<file path="src/rtl/core/aesp_pkg.sv">
// Package for the escape-sequence stream parser.
// Holds action codes, character constants, the sequence state and result types.
// No dependencies.
package aesp_pkg;

  localparam int unsigned CharW   = 8;
  localparam int unsigned ParamW  = 16;
  localparam int unsigned PaddrW  = 3;
  localparam int unsigned PdataW  = 32;

  localparam logic [PaddrW-3:0] RegParseAnsi = '0;

  localparam logic [CharW-1:0] ChNul    = 8'h00;
  localparam logic [CharW-1:0] ChBel    = 8'h07;
  localparam logic [CharW-1:0] ChBs     = 8'h08;
  localparam logic [CharW-1:0] ChLf     = 8'h0A;
  localparam logic [CharW-1:0] ChCr     = 8'h0D;
  localparam logic [CharW-1:0] ChEsc    = 8'h1B;
  localparam logic [CharW-1:0] ChParenL = 8'h28;
  localparam logic [CharW-1:0] ChParenR = 8'h29;
  localparam logic [CharW-1:0] ChDigit0 = 8'h30;
  localparam logic [CharW-1:0] ChDigit9 = 8'h39;
  localparam logic [CharW-1:0] ChSemi   = 8'h3B;
  localparam logic [CharW-1:0] ChBrackL = 8'h5B;
  localparam logic [CharW-1:0] ChBrackR = 8'h5D;
  localparam logic [CharW-1:0] ChLowerM = 8'h6D;
  localparam logic [CharW-1:0] ChDel    = 8'h7F;
  localparam logic [CharW-1:0] ChCsi    = 8'h9B;
  localparam logic [CharW-1:0] ChOsc    = 8'h9D;
  localparam logic [CharW-1:0] ChShy    = 8'hAD;

  localparam logic [ParamW-1:0] SgrNormal   = 16'd0;
  localparam logic [ParamW-1:0] SgrBold     = 16'd1;
  localparam logic [ParamW-1:0] SgrBlack    = 16'd30;
  localparam logic [ParamW-1:0] SgrRed      = 16'd31;
  localparam logic [ParamW-1:0] SgrCyan     = 16'd36;
  localparam logic [ParamW-1:0] SgrWhite    = 16'd37;
  localparam logic [ParamW-1:0] SgrDefault  = 16'd39;
  localparam logic [ParamW-1:0] SgrColBase  = 16'd29;
  localparam logic [ParamW+3:0] ParamMax    = 20'd65535;

  typedef enum logic [2:0] {
    ACT_NONE      = 3'd0,
    ACT_INSERT    = 3'd1,
    ACT_NEWLINE   = 3'd2,
    ACT_DELETE    = 3'd3,
    ACT_BRACKETED = 3'd4,
    ACT_STYLE     = 3'd5
  } action_e;

  typedef enum logic [1:0] {
    WGT_KEEP   = 2'd0,
    WGT_NORMAL = 2'd1,
    WGT_BOLD   = 2'd2
  } weight_e;

  typedef enum logic [2:0] {
    COL_KEEP    = 3'd0,
    COL_BLACK   = 3'd1,
    COL_RED     = 3'd2,
    COL_GREEN   = 3'd3,
    COL_YELLOW  = 3'd4,
    COL_BLUE    = 3'd5,
    COL_MAGENTA = 3'd6,
    COL_CYAN    = 3'd7
  } color_e;

  typedef struct packed {
    logic              in_escape;
    logic              in_csi;
    logic              in_osc;
    logic              sep_seen;
    logic              param_present;
    logic [ParamW-1:0] param;
  } seq_state_t;

  typedef struct packed {
    action_e          action;
    logic [CharW-1:0] char_out;
    weight_e          weight;
    color_e           color;
  } result_t;

  function automatic logic is_printable(input logic [CharW-1:0] c);
    is_printable = (c inside {[8'h20:8'h7E]}) || ((c inside {[8'hA0:8'hFF]}) && (c != ChShy));
  endfunction

endpackage

</file>
<file path="src/rtl/core/ansi_escape_stream_parser.sv">
// Escape-sequence stream parser: top level with input, state and result registers.
// A request is held in the input register, then decoded and held in the result register.
// Throughput: one request per cycle while results are not stalled; aesp_step is combinational.
// Requests are stalled only while the input register holds a request and the result register
// holds a result that the receiver stalls.
// Reset clears all valid flags and the sequence state, and sets parse_ansi to 1.
// Depends on aesp_pkg, aesp_cfg and aesp_step.
module ansi_escape_stream_parser (
  input  logic                        clk_i,
  input  logic                        rst_ni,
  input  logic                        psel,
  input  logic                        penable,
  input  logic                        pwrite,
  input  logic [aesp_pkg::PaddrW-1:0] paddr,
  input  logic [aesp_pkg::PdataW-1:0] pwdata,
  output logic [aesp_pkg::PdataW-1:0] prdata,
  output logic                        pready,
  input  logic                        in_valid_i,
  output logic                        in_stall_o,
  input  logic [7:0]                  char_code_i,
  output logic                        out_valid_o,
  input  logic                        out_stall_i,
  output logic [2:0]                  action_o,
  output logic [7:0]                  char_out_o,
  output logic [1:0]                  weight_change_o,
  output logic [2:0]                  color_change_o
);
  import aesp_pkg::*;

  logic             parse_ansi;
  logic             in_vld_q, in_vld_d;
  logic [CharW-1:0] char_q, char_d;
  seq_state_t       state_q, state_d, state_nxt;
  logic             out_vld_q, out_vld_d;
  result_t          res_q, res_d, res_nxt;
  logic             advance;
  logic             in_take;

  aesp_cfg u_cfg (
    .clk_i        (clk_i),
    .rst_ni       (rst_ni),
    .psel         (psel),
    .penable      (penable),
    .pwrite       (pwrite),
    .paddr        (paddr),
    .pwdata       (pwdata),
    .prdata       (prdata),
    .pready       (pready),
    .parse_ansi_o (parse_ansi)
  );

  aesp_step u_step (
    .char_i       (char_q),
    .parse_ansi_i (parse_ansi),
    .state_i      (state_q),
    .state_o      (state_nxt),
    .result_o     (res_nxt)
  );

  assign advance    = in_vld_q && (!out_vld_q || !out_stall_i);
  assign in_stall_o = in_vld_q && !advance;
  assign in_take    = in_valid_i && !in_stall_o;

  always_comb begin
    in_vld_d  = in_vld_q;
    char_d    = char_q;
    state_d   = state_q;
    out_vld_d = out_vld_q;
    res_d     = res_q;
    if (advance) begin
      in_vld_d = 1'b0;
      state_d  = state_nxt;
      res_d    = res_nxt;
      out_vld_d = 1'b1;
    end else if (out_vld_q && !out_stall_i) begin
      out_vld_d = 1'b0;
    end
    if (in_take) begin
      in_vld_d = 1'b1;
      char_d   = char_code_i;
    end
  end

  always_ff @(posedge clk_i or negedge rst_ni) begin
    if (!rst_ni) begin
      in_vld_q  <= 1'b0;
      out_vld_q <= 1'b0;
      state_q   <= '0;
    end else begin
      in_vld_q  <= in_vld_d;
      out_vld_q <= out_vld_d;
      state_q   <= state_d;
    end
  end

  always_ff @(posedge clk_i) begin
    char_q <= char_d;
    res_q  <= res_d;
  end

  assign out_valid_o     = out_vld_q;
  assign action_o        = res_q.action;
  assign char_out_o      = res_q.char_out;
  assign weight_change_o = res_q.weight;
  assign color_change_o  = res_q.color;

endmodule

</file>
<file path="src/rtl/core/aesp_cfg.sv">
// Configuration register file for the escape-sequence stream parser.
// APB-style write and read of the parse_ansi register; depends on aesp_pkg.
module aesp_cfg (
  input  logic                        clk_i,
  input  logic                        rst_ni,
  input  logic                        psel,
  input  logic                        penable,
  input  logic                        pwrite,
  input  logic [aesp_pkg::PaddrW-1:0] paddr,
  input  logic [aesp_pkg::PdataW-1:0] pwdata,
  output logic [aesp_pkg::PdataW-1:0] prdata,
  output logic                        pready,
  output logic                        parse_ansi_o
);
  import aesp_pkg::*;

  logic parse_ansi_q, parse_ansi_d;
  logic hit;
  logic wr_en;

  assign hit    = (paddr[PaddrW-1:2] == RegParseAnsi);
  assign wr_en  = psel && penable && pwrite && hit;
  assign pready = 1'b1;

  always_comb begin
    parse_ansi_d = parse_ansi_q;
    if (wr_en) begin
      parse_ansi_d = pwdata[0];
    end
  end

  always_ff @(posedge clk_i or negedge rst_ni) begin
    if (!rst_ni) begin
      parse_ansi_q <= 1'b1;
    end else begin
      parse_ansi_q <= parse_ansi_d;
    end
  end

  assign prdata       = hit ? {{(PdataW-1){1'b0}}, parse_ansi_q} : '0;
  assign parse_ansi_o = parse_ansi_q;

endmodule

</file>
<file path="src/rtl/core/aesp_step.sv">
// Per-character decode for the escape-sequence stream parser.
// Maps one character and the sequence state to the next state and one result.
// Depends on aesp_pkg.
module aesp_step (
  input  logic [aesp_pkg::CharW-1:0] char_i,
  input  logic                       parse_ansi_i,
  input  aesp_pkg::seq_state_t       state_i,
  output aesp_pkg::seq_state_t       state_o,
  output aesp_pkg::result_t          result_o
);
  import aesp_pkg::*;

  logic              ended;
  logic              is_digit;
  logic [ParamW+3:0] param_val;
  logic [ParamW+3:0] digit_val;

  assign is_digit  = (char_i inside {[ChDigit0:ChDigit9]});
  assign digit_val = (ParamW+4)'(char_i - ChDigit0);

  always_comb begin
    if (state_i.param_present) begin
      param_val = {state_i.param, 3'b000} + {2'b00, state_i.param, 1'b0} + digit_val;
    end else begin
      param_val = digit_val;
    end
  end

  always_comb begin
    state_o  = state_i;
    result_o = '{action: ACT_NONE, char_out: '0, weight: WGT_KEEP, color: COL_KEEP};
    ended    = 1'b0;

    if (state_i.in_escape) begin
      if (state_i.in_csi || state_i.in_osc) begin
        if (is_digit) begin
          if (state_i.sep_seen) begin
            state_o.param         = (param_val > ParamMax) ? '1 : param_val[ParamW-1:0];
            state_o.param_present = 1'b1;
          end
        end else if (char_i == ChSemi) begin
          state_o.sep_seen = 1'b1;
        end else if (state_i.in_osc) begin
          ended = (char_i == ChBel);
        end else begin
          ended = (char_i != ChNul);
        end
      end else if (char_i == ChBrackL) begin
        state_o.in_csi = 1'b1;
      end else if (char_i == ChBrackR) begin
        state_o.in_osc = 1'b1;
      end else if ((char_i == ChParenL) || (char_i == ChParenR)) begin
        state_o = state_i;
      end else begin
        ended = (char_i != ChNul);
      end

      if (ended) begin
        state_o = '0;
        if (char_i == ChLowerM) begin
          result_o.action = ACT_STYLE;
          if (!state_i.param_present) begin
            result_o.color = COL_BLACK;
          end else if (state_i.param == SgrNormal) begin
            result_o.weight = WGT_NORMAL;
            result_o.color  = COL_BLACK;
          end else if (state_i.param == SgrBold) begin
            result_o.weight = WGT_BOLD;
          end else if (state_i.param inside {[SgrRed:SgrCyan]}) begin
            result_o.color = color_e'(3'(state_i.param - SgrColBase));
          end else if (state_i.param inside {SgrBlack, SgrWhite, SgrDefault}) begin
            result_o.color = COL_BLACK;
          end
        end
      end
    end else if (char_i == ChCr) begin
      result_o.action   = ACT_NEWLINE;
      result_o.char_out = ChLf;
    end else if (is_printable(char_i) || (char_i == ChLf)) begin
      result_o.action   = ACT_INSERT;
      result_o.char_out = char_i;
    end else if (parse_ansi_i) begin
      case (char_i)
        ChDel, ChBs: begin
          result_o.action = ACT_DELETE;
        end
        ChEsc: begin
          state_o.in_escape = 1'b1;
        end
        ChCsi: begin
          state_o.in_escape = 1'b1;
          state_o.in_csi    = 1'b1;
        end
        ChOsc: begin
          state_o.in_escape = 1'b1;
          state_o.in_osc    = 1'b1;
        end
        default: begin
          result_o.action = ACT_NONE;
        end
      endcase
    end else if (char_i != ChNul) begin
      result_o.action   = ACT_BRACKETED;
      result_o.char_out = char_i;
    end
  end

endmodule

</file>
<file path="config.mk">
export PLATFORM = sky130hd
export DESIGN_NAME = ansi_escape_stream_parser
export DESIGN_NICKNAME = d
export VERILOG_FILES = /design/src/rtl/core/aesp_pkg.sv /design/src/rtl/core/ansi_escape_stream_parser.sv /design/src/rtl/core/aesp_cfg.sv /design/src/rtl/core/aesp_step.sv
export SDC_FILE = /design/constraint.sdc
export NUM_CORES = 1
export LEC_CHECK = 0
export ABC_AREA = 0
export BUFFER_PORTS_ARGS = -buffer_cell sky130_fd_sc_hd__buf_2
export CORE_ASPECT_RATIO = 0.9
export CORE_MARGIN = 5
export CORE_UTILIZATION = 33
export DETAILED_ROUTE_END_ITERATION = 8
export SLEW_MARGIN = 20
export SYNTH_ARGS = -nofsm -noshare
export SYNTH_HDL_FRONTEND = slang
export SYNTH_SLANG_ARGS = --single-unit
</file>
<file path="constraint.sdc">
create_clock -name clk_i -period 5.4 [get_ports clk_i]
set_input_delay 0.27 -clock clk_i [delete_from_list [all_inputs] [get_ports clk_i]]
set_output_delay 0.27 -clock clk_i [all_outputs]
set_load 0.01 [all_outputs]
</file>
After elaboration in Yosys (flattened, before gate mapping)
Cells that the tools add are included.
{"block": "totals", "reg_bits": 48, "inputBits": 50}
{"block": "op_classes", "addsub": 4, "order_cmp": 9, "eq_ne": 26, "n_mux": 47, "n_bitwise": 5, "n_reduce_logical": 44}
{"op": "$mux W17", "count": 2}
{"op": "$mux W11", "count": 3}
{"op": "$eq A16 B6 Y1 const B", "count": 2}
{"op": "$eq A8 B7 Y1 const B", "count": 4}
{"op": "$mux W3", "count": 10}
{"op": "$eq A8 B4 Y1 const B", "count": 3}
{"op": "$eq A8 B6 Y1 const B", "count": 3}
{"op": "$mux W1", "count": 22}
{"op": "$mux W21", "count": 1}
{"op": "$add A19 B17 Y20", "count": 1}
{"op": "$add A20 B20 Y20", "count": 1}
{"op": "$gt A20 B16 Y1 const B", "count": 1}
{"op": "$mux W20", "count": 1}
{"op": "$mux W19", "count": 1}
{"op": "$mux W18", "count": 1}
{"op": "$reduce_bool A2 Y1", "count": 9}
{"op": "$eq A16 B1 Y1 const B", "count": 1}
{"op": "$eq A16 B5 Y1 const B", "count": 1}
{"op": "$eq A8 B8 Y1 const B", "count": 2}
{"op": "$ge A16 B5 Y1 const B", "count": 1}
{"op": "$ge A8 B6 Y1 const B", "count": 2}
{"op": "$le A16 B6 Y1 const B", "count": 1}
{"op": "$logic_not A16 Y1", "count": 1}
{"op": "$mux W16", "count": 1}
{"op": "30 further kinds", "count": 60}

Depth between registers and ports, before layout
Gate-level depths: netlist of run 1.
{"block": "logic_depth", "depth_word": 10, "ltp_mapped": 14, "mapped_depth_nobuf": 13}

Cells and area by module
Synthesis of run 1 repeated with hierarchy kept, for this count alone.
{"block": "hier_totals", "cells_unflattened": 467, "hier_area_um2": 4465.5}
{"module": "aesp_step", "n_inst": 1, "cells_per_inst": 353, "area_each_um2": 2558.7, "seq_area_each_um2": 0.0}
{"module": "ansi_escape_stream_parser", "n_inst": 1, "cells_per_inst": 76, "area_each_um2": 1604.0, "seq_area_each_um2": 1296.2}
{"module": "aesp_cfg", "n_inst": 1, "cells_per_inst": 38, "area_each_um2": 302.8, "seq_area_each_um2": 26.3}

Worst setup path before layout of run 1
No wires, ideal clock.
{"block": "synth_timing", "path_type": "reg2reg", "start": "register char_q[5]", "end": "register state_q[13] (netlist name)", "setup_ns": 0.126, "t_arrival_ns": 4.164, "t_required_ns": 5.274, "path_slack_ns": 1.110, "stages_incl_launch_ff": 15, "n_path_buf": 1, "path_cell_list": "edfxtp_1 > ha_1 > nor2_1 > inv_1 > fa_1 > inv_1 > ha_1 > nand2_1 > a311oi_1 > nand4_1 > o21ai_0 > xor2_1 > o41a_2 > buf_4 > a221o_1"}
{"block": "synth_between", "elab_chain_cells": 9, "elab_cells_between_ends": 32, "cone_classes": "2 x add/sub; 3 x order compare; 6 x eq/ne; 14 x mux; 7 x reduce/logical"}
{"element": "from (decl)", "line": "ansi_escape_stream_parser.sv:32", "text": "logic [CharW-1:0] char_q, char_d;"}
{"element": "from (signal assigned)", "line": "ansi_escape_stream_parser.sv:97", "text": "char_q <= char_d;"}
{"element": "$sub A8 B6 Y9 / $eq A8 B6 Y1 (equally long branches)", "line": "aesp_step.sv:19, aesp_step.sv:52"}
{"element": "$add A20 B20 Y20 / $logic_or A1 B1 Y1 (equally long branches)", "line": "aesp_step.sv:23, aesp_step.sv:52"}
{"element": "$mux W20 / $mux W1 (equally long branches)", "line": "aesp_step.sv:22, aesp_step.sv:52"}
{"element": "$gt A20 B16 Y1 / $mux W1 (equally long branches)", "line": "aesp_step.sv:38, aesp_step.sv:50"}
{"element": "$mux W16 / $mux W1 (equally long branches)", "line": "aesp_step.sv:38, aesp_step.sv:48"}
{"element": "$mux W17 / $mux W1 (equally long branches)", "line": "aesp_step.sv:37, aesp_step.sv:35"}
{"element": "$mux W17 / $mux W1 (equally long branches)", "line": "aesp_step.sv:36, aesp_step.sv:34"}
{"element": "$mux W18 / $reduce_bool A2 Y1 (equally long branches)"}
{"element": "$mux W21 / $reduce_and A5 Y1 (equally long branches)"}
{"element": "to (signal assigned)", "line": "ansi_escape_stream_parser.sv:92", "text": "state_q <= state_d;"}
{"element": "to (decl)", "line": "ansi_escape_stream_parser.sv:33", "text": "seq_state_t state_q, state_d, state_nxt;"}
Parallel ways exist; a longest one is shown, timed or not. The select of a mux whose other input is x is not followed.
A chain may end at the register's enable or synchronous reset.

Worst setup path in the final report of run 1
{"block": "layout_timing", "start": "register char_q[4]", "end": "register state_q[15] (netlist name)"}
The elaborated chain is that of the path after synthesis.

==> impl_metrics.csv, run 1 <==
group,metric,value,unit
run_status,status,"complete, no violations",
layout,fin_nets,554,
hold_path,hold_class,"in -> reg",
grt,antenna_found_initial,0,
clock_network,clk_latency,290,ps
sta,hold_slack,154.9,ps
placement,dp_slack,883.4,ps
drt,vias_per_cell,5.160,
sta,fin_worst_skew,6.607,ps
hold_path,min_from,"char_code_i[4]",
grt,grt_use_total,0.1261,
drt,ant_nets,0,
critical_path,slowest_stage,"o41a_2",
placement,dp_hpwl,7.151,mm
critical_path,end_kind,"flop",
sta,fin_tns_setup,0,ps
clock_network,root_buffer,"clkbuf_16",
layout,n_antenna_cell,0,
drt,first_pass_iters,5,
critical_path,r2r_setup_slack,890,ps
placement,place.gp.congestion,0.8942,
pwr,power,0.0008667,W
sta,rsz0062_at_grt,"false",
grt,grt_use_met1,0.1849,
hold_path,min_to,"char_q[4]",
job,maxCapViolCount,0,
critical_path,crit_path_start_kind,"flop",
grt,grt.busiest_layer,"met2",
pwr,p_leak,1.992,nW
logic_synthesis,syn_area_per_cell,9.531,sq um
pwr,ir_worst_vdd,0.1039,mV
clock_network,clk_path_buf_depth,2,
critical_path,critPathMaxFanout,16,
drt,wirelength,9.125,mm
sta,finalWorstSetupSlack,885.4,ps
logic_synthesis,syn_area,4089,sq um
critical_path,slowest_delay,660,ps
floorplanning,die_y,115.6,um
grt,grt_pass1_vias,3150,
layout,layout_commonest_cell,"a21oi_1",
logic_synthesis,synth_flop_cell,"edfxtp_1",
clock_network,clk_pin_slew,60,ps
clock_network,post_cts_buffers,0,
sta,clock.fmax,0.2215,GHz
floorplanning,dieArea,14720,sq um
critical_path,r2r-start,"char_q[4]",
clock_network,numClockSinks,48,
grt,grt_use_met2,0.1943,
floorplanning,rows,38,
layout,drive_above_1_share,0.1174,
placement,port_buffers,35,
critical_path,reg2reg_to,"state_q[15]",
sta,finalCriticalPeriod,4515,ps
logic_synthesis,synth-edff-count,24,
critical_path,arrival,4690,ps
logic_synthesis,synthCells,429,
floorplanning,initial_core_util,0.3386,
sta,slew_violations,0,
sta,tightest_slew,810.8,ps
critical_path,cpMostUsedCell,"ha_1",
sta,final.period_utilization,0.8360,
floorplanning,core,12080,sq um
layout,layout_common_cells,"a21oi_1 (37), buf_2 (35), conb_1 (32)",
grt,grt_max_degree,25,
drt,drt_iter0_drc,237,
logic_synthesis,yosysSeqAreaShare,0.3234,
logic_synthesis,ys_types,64,
logic_synthesis,synthArstFlopShare,0.5000,
grt,grt-ovfl-total,0,
critical_path,cp_data_required_time,5570,ps
logic_synthesis,yosysWarnings,0,
clock_network,numCtsBuffers,5,
drt,drc,0,
clock_network,htreeDepth,2,
hold_path,min_path_cells,1,
clock_network,cts_tree,"built",
floorplanning,die_w,127.3,um
critical_path,worstSetupPathType,"reg -> reg",
floorplanning,io_pins,101,
critical_path,rr_worst_depth,12,
sta,hold_viol,0,
layout,fillers,1221,
logic_synthesis,ys_ff_latch,48,
sta,setup_viol,0,
drt,num_vias,3199,
drt,post_drt_wl_per_cell,14.72,um
grt,gr-usage-met3,0.02442,
pwr,p_per_area,196.0,nW/um^2
critical_path,path_cells,"ha_1, nor2_1, buf_4, fa_1, ha_1, nand2_1, a311oi_1, nand4_1, o21ai_0, xor2_1, o41a_2, a221o_1",
layout,syn2layout_area_growth,8.170,%
grt,grt_first_pass_wirelength,15.30,mm
sta,slew_headroom,0.4594,
cell usage after synthesis (2+ instances only):
library cell | n | area (sq um)
conb_1 | 2 | 7.510
a21oi_1 | 37 | 185.2
o211ai_1 | 4 | 30.03
edfxtp_1 | 24 | 720.7
a2111oi_0 | 2 | 17.52
a211oi_1 | 4 | 30.03
nand3_1 | 6 | 30.03
buf_4 | 33 | 247.7
o21a_1 | 9 | 67.56
clkbuf_1 | 8 | 30.03
a21o_1 | 4 | 30.03
and3_1 | 3 | 18.77
inv_1 | 29 | 108.9
nand2_1 | 31 | 116.4
xor2_1 | 7 | 61.31
o21bai_1 | 2 | 15.01
and2_1 | 10 | 62.56
a31oi_1 | 2 | 12.51
a221o_1 | 17 | 170.2
fa_1 | 15 | 300.3
dfrtp_1 | 23 | 575.6
nor2_1 | 26 | 97.59
nor4b_1 | 2 | 17.52
nand4_1 | 5 | 31.28
a311oi_1 | 2 | 17.52
buf_6 | 4 | 45.04
a21boi_0 | 4 | 30.03
nand4b_1 | 3 | 26.28
nor2b_1 | 4 | 25.02
ha_1 | 30 | 375.4
nor3_1 | 8 | 40.04
o21ai_0 | 19 | 95.09
mux2_2 | 3 | 33.78
xnor2_1 | 10 | 87.58
nand2b_1 | 5 | 31.28
nor4_1 | 4 | 25.02
cell type report:
| cell class | count | area, sq um | share of cell area |
|---|---|---|---|
| timing repair buffer | 39 | 207.7 | 0.04696 |
| inverter | 29 | 108.9 | 0.02461 |
| clock buffer | 6 | 128.9 | 0.02914 |
| clock inverter | 2 | 12.51 | 0.002829 |
| sequential | 48 | 1323 | 0.2990 |
| multi-input combinational | 336 | 2442 | 0.5522 |
| tap | 160 | 200.2 | 0.04526 |
sequential cells by signal, indices dropped and copies added (netlist names), 2 cells and up:
name             count
color_change_o       3
state_q             21
action_o             3
char_q               8
weight_change_o      2
char_out_o           8
report_power, final:
| part | switching (W) | internal, W |
|---|---|---|
| logic | 0.0000834 | 0.0000503 |
| registers | 0.0000171 | 0.000406 |
| clock network | 0.000138 | 0.000171 |
| total | 0.000239 | 0.000628 |
how the worst max path moves through the flow:
stage / endpoint / from / slack [ps]
after floorplan: state_q[13] / char_q[5] / 1110
after global placement: state_q[8] / char_q[4] / 1080
after detailed placement: state_q[15] / char_q[4] / 880
after CTS: state_q[13] / char_q[4] / 870
after global routing: state_q[9] / char_q[4] / 640
final: state_q[15] / char_q[4] / 890
stage by stage:
stage / std cells / utilization / cell area, sq um
global placement: 611 / 0.3537 / 4272
detailed placement: 611 / 0.3537 / 4272
finish: 620 / 0.3662 / 4423
CTS: 620 / 0.3662 / 4423
global route: 620 / 0.3662 / 4423
floorplan: 459 / - / 4202
per-layer routing:
| metal | vias to the layer above | wire, um |
|---|---|---|
| li1 | 1565 | - |
| met1 | 1514 | 4496 |
| met2 | 112 | 3953 |
| met3 | 8 | 612 |
| met4 | 0 | 62 |
| met5 | - | 0 |
logic make-up (layout without fill, tap and decap cells):
| kind of cell | count (synthesis) | after routing | synth area share |
|---|---|---|---|
| multiplexers | 4 | 4 | 0.01071 |
| flip-flops | 48 | 48 | 0.3234 |
| XOR/XNOR | 17 | 17 | 0.03641 |
| buffers and inverters | 75 | 76 | 0.1068 |
| other | 2 | 32 | 0.001837 |
| adder cells (fa/ha/maj) | 45 | 45 | 0.1652 |
| AO/OA/AOI/OAI | 121 | 121 | 0.2044 |
| AND/OR/NAND/NOR | 117 | 117 | 0.1512 |
critical path: cells and delay by family (launching register included):
family / cells / cell delay (ps)
fa+ha+maj: 3 / 1150
flops: 1 / 540
buf+inv: 1 / 270
xor+xnor: 1 / 100
compound gates: 4 / 1670
simple gates: 3 / 650
timing repair:
item / in CTS / in global routing
resized for setup: 0 / 0
hold buffers: 1 / 0
endpoints found under the hold margin: 23 / 0
(Power assumes the default switching activity.)
==> run 2: changes to the inputs <==
ABC_AREA = 1   (was 0)
clock period = 3.74 ns   (was 5.4 ns; I/O delays follow)
==> run 2 against run 1 <==
Sequential power grew 120%. Largest cell class unchanged. Via count grew 22%. Setup slack lost 550 ps. Count of clock-buffer cells in the layout grew 1. Register-to-register slack lost 550 ps. Non-clock buffer count grew 11. Critical path type unchanged. Global-route usage grew 0.62 points. First-iteration DRC count grew 3.0%. Sequential cell count is the same.
==> impl_metrics.csv, run 2 <==
group,metric,value,unit
layout,drive_above_1_share,0.1165,
clock_network,numCtsBuffers,5,
job,maxCapViolCount,0,
logic_synthesis,syn_area_per_cell,7.208,sq um
placement,dp_hpwl,8.582,mm
clock_network,clk_path_buf_depth,2,
pwr,p_leak,2.676,nW
sta,rsz0062_at_grt,"false",
logic_synthesis,yosysSeqAreaShare,0.2903,
clock_network,clk_latency,280,ps
logic_synthesis,ys_ff_latch,48,
drt,drc,0,
placement,place.gp.congestion,0.8982,
layout,fin_nets,772,
layout,largest_register_ffs,21,
sta,tightest_slew,707.3,ps
critical_path,cp_data_required_time,3910,ps
logic_synthesis,synthTopCellsByArea,"nand2_1 (16%), edfxtp_1 (16%), dfrtp_1 (13%)",
sta,hold_viol,0,
critical_path,worstSetupPathType,"reg -> reg",
logic_synthesis,yosysWarnings,0,
drt,first_pass_iters,4,
logic_synthesis,ys_types,46,
placement,dpl.cell_count,836,
floorplanning,dieArea,16260,sq um
grt,grt_max_degree,25,
logic_synthesis,synth_top_area_share,0.1615,
pwr,pwr-share-comb,0.668,
clock_network,clk_pin_slew,60,ps
pwr,clkPwrFrac,0.105,
pwr,ir_worst_vdd,0.5114,mV
floorplanning,io_pins,101,
placement,port_buffers,35,
logic_synthesis,synth.most_common_cell,"nand2_1",
drt,wirelength,10.58,mm
drt,num_vias,3889,
sta,slew_violations,0,
pwr,netSwitchingPower,0.002068,W
grt,antenna_found_initial,0,
hold_path,hold_class,"in -> reg",
grt,grt_use_total,0.1323,
clock_network,numClockSinks,48,
critical_path,arrival,3570,ps
logic_synthesis,syn_area,4556,sq um
pwr,p_sw_frac,0.5088,
logic_synthesis,synthCells,632,
clock_network,cts_tree,"built",
run_status,status,"complete, no violations",
sta,final.period_utilization,0.9097,
critical_path,cpMostUsedCell,"nand2_1",
layout,top_register,"state_q",
critical_path,critPathMaxFanout,16,
clock_network,root_buffer,"clkbuf_16",
layout,layout_commonest_cell,"nand2_1",
critical_path,crit_path_start_kind,"flop",
sta,clock.fmax,0.2939,GHz
drt,vias_per_cell,4.591,
logic_synthesis,synthArstFlopShare,0.5000,
drt,drt_iter0_drc,244,
logic_synthesis,synth-edff-count,24,
drt,post_drt_wl_per_cell,12.49,um
clock_network,htreeDepth,2,
logic_synthesis,synth_common_cells,"nand2_1 (196), inv_1 (93), nand3_1 (61)",
floorplanning,die_w,133.9,um
logic_synthesis,yosysTopAreaCell,"nand2_1",
critical_path,end_kind,"flop",
sta,slew_headroom,0.5285,
grt,grt_first_pass_wirelength,17.71,mm
grt,grt-ovfl-total,0,
critical_path,slowest_stage,"fa_1",
drt,ant_nets,0,
pwr,internal-power,0.001996,W
sta,setup_viol,0,
critical_path,path_cells,"ha_1, nor2_4, buf_4, fa_1, ha_1, nand2_1, inv_1, a21oi_1, nor2_1, nor2_1, nand2_1, nand2_1, nand3_1, nand2_1, buf_12, nand3_1, nand2_1, nand2_1",
pwr,pwr-share-seq,0.228,
floorplanning,rows,40,
critical_path,r2r_setup_slack,340,ps
sta,finalCriticalPeriod,3402,ps
critical_path,slowest_delay,440,ps
floorplanning,core,13460,sq um
layout,utilization,0.3740,
layout,layout_common_cells,"nand2_1 (196), inv_1 (93), nand3_1 (61)",
layout,final_cells,847,
pwr,p_per_area,807.1,nW/um^2
sta,fin_worst_skew,4.827,ps
floorplanning,die_y,121.5,um
grt,grt_pass1_vias,3668,
sta,fin_tns_setup,0,ps
logic_synthesis,synth_flop_cell,"edfxtp_1",
floorplanning,initial_core_util,0.3384,
layout,syn2layout_area_growth,10.52,%
run 2: cell types whose count changed after synthesis, sizes merged, moves of 5 or more:
cell	before	now
and2	10	1
o21a	9	0
nand2	31	199
nand2b	5	0
inv	29	97
nor2	26	46
nor2b	5	0
xnor2	10	4
nand3	6	65
a21oi	37	22
nand3b	0	5
a221o	17	0
run 2: layout make-up:
| cell class | count | area (sq um) |
|---|---|---|
| fillers | 1408 | 8428 |
| multi-input cells | 474 | 2679 |
| flip-flops and latches | 48 | 1323 |
| inverters | 98 | 369.1 |
| repair buffers | 50 | 315.3 |
| well taps | 168 | 210.2 |
| clock buffers | 7 | 132.6 |
| clock inverters | 1 | 3.754 |
| diodes | 1 | 2.502 |
run 2: path summary, 6_finish.rpt:
check,endpoint,cells past startpoint,start
max,state_q[2],18,char_q[5]
min,char_q[0],1,char_code_i[0]
max in group asynchronous,state_q[5],2,rst_ni
min in group asynchronous,state_q[18],2,rst_ni
min reg2reg,out_valid_o,2,in_vld_q
max reg2reg,state_q[2],18,char_q[5]
run 2: per-layer routing:
metal  wire length, um  GRT usage  vias up
li1                  -          -     2034
met2              4677     0.2074       72
met5                 0          0        -
met3               456    0.02073       11
met4               150    0.03342        0
met1              5291     0.1903     1772
run 2: cells by family (layout without fill, tap and decap cells):
group           count (synthesis)  count (layout)  share of synthesized area
simple gates                  333             333                     0.3227
buf+inv                       140             156                     0.1489
compound gates                 55              55                    0.07059
flops                          48              48                     0.2903
fa+ha+maj                      45              45                     0.1483
xor+xnor                        8               8                    0.01538
other cells                     2              33                   0.001649
mux                             1               1                   0.002197
run 2: what timing repair did:
item | CTS | global route
buffers inserted | 0 | 1
hold buffers | 1 | 0
gates resized for setup | 0 | 1
endpoints found under the setup margin | 0 | 16
endpoints found under the hold margin | 23 | 0
run 2: critical path, delay by kind of cell (launching register included):
kind,cells,cell delay (ps)
adder cells (fa/ha/maj),3,1050
buffers and inverters,3,450
AND/OR/NAND/NOR,11,1120
flip-flops,1,410
AO/OA/AOI/OAI,1,240
run 2: through the flow:
stage               setup WS (ps)  power (W)  hold slack [ps]  instance area [sq um]
floorplan                   192.4   0.002948           -108.6                   4671
global placement            220.2   0.003621            226.3                   4873
detailed placement          192.0   0.003653            234.4                   4873
CTS                         180.2   0.004090            72.42                   5020
global route                91.72   0.004540            66.85                   5032
finish                      337.8   0.004064            77.05                   5035
run 2: power groups by stage:
stage	clock (W)	sequential, W	combinational, W
after floorplan	0	0.000857	0.00209
after global placement	0	0.000943	0.00268
after detailed placement	0	0.000941	0.00271
after CTS	0.000433	0.000931	0.00273
after global routing	0.000452	0.000955	0.00313
final	0.000425	0.000926	0.00271
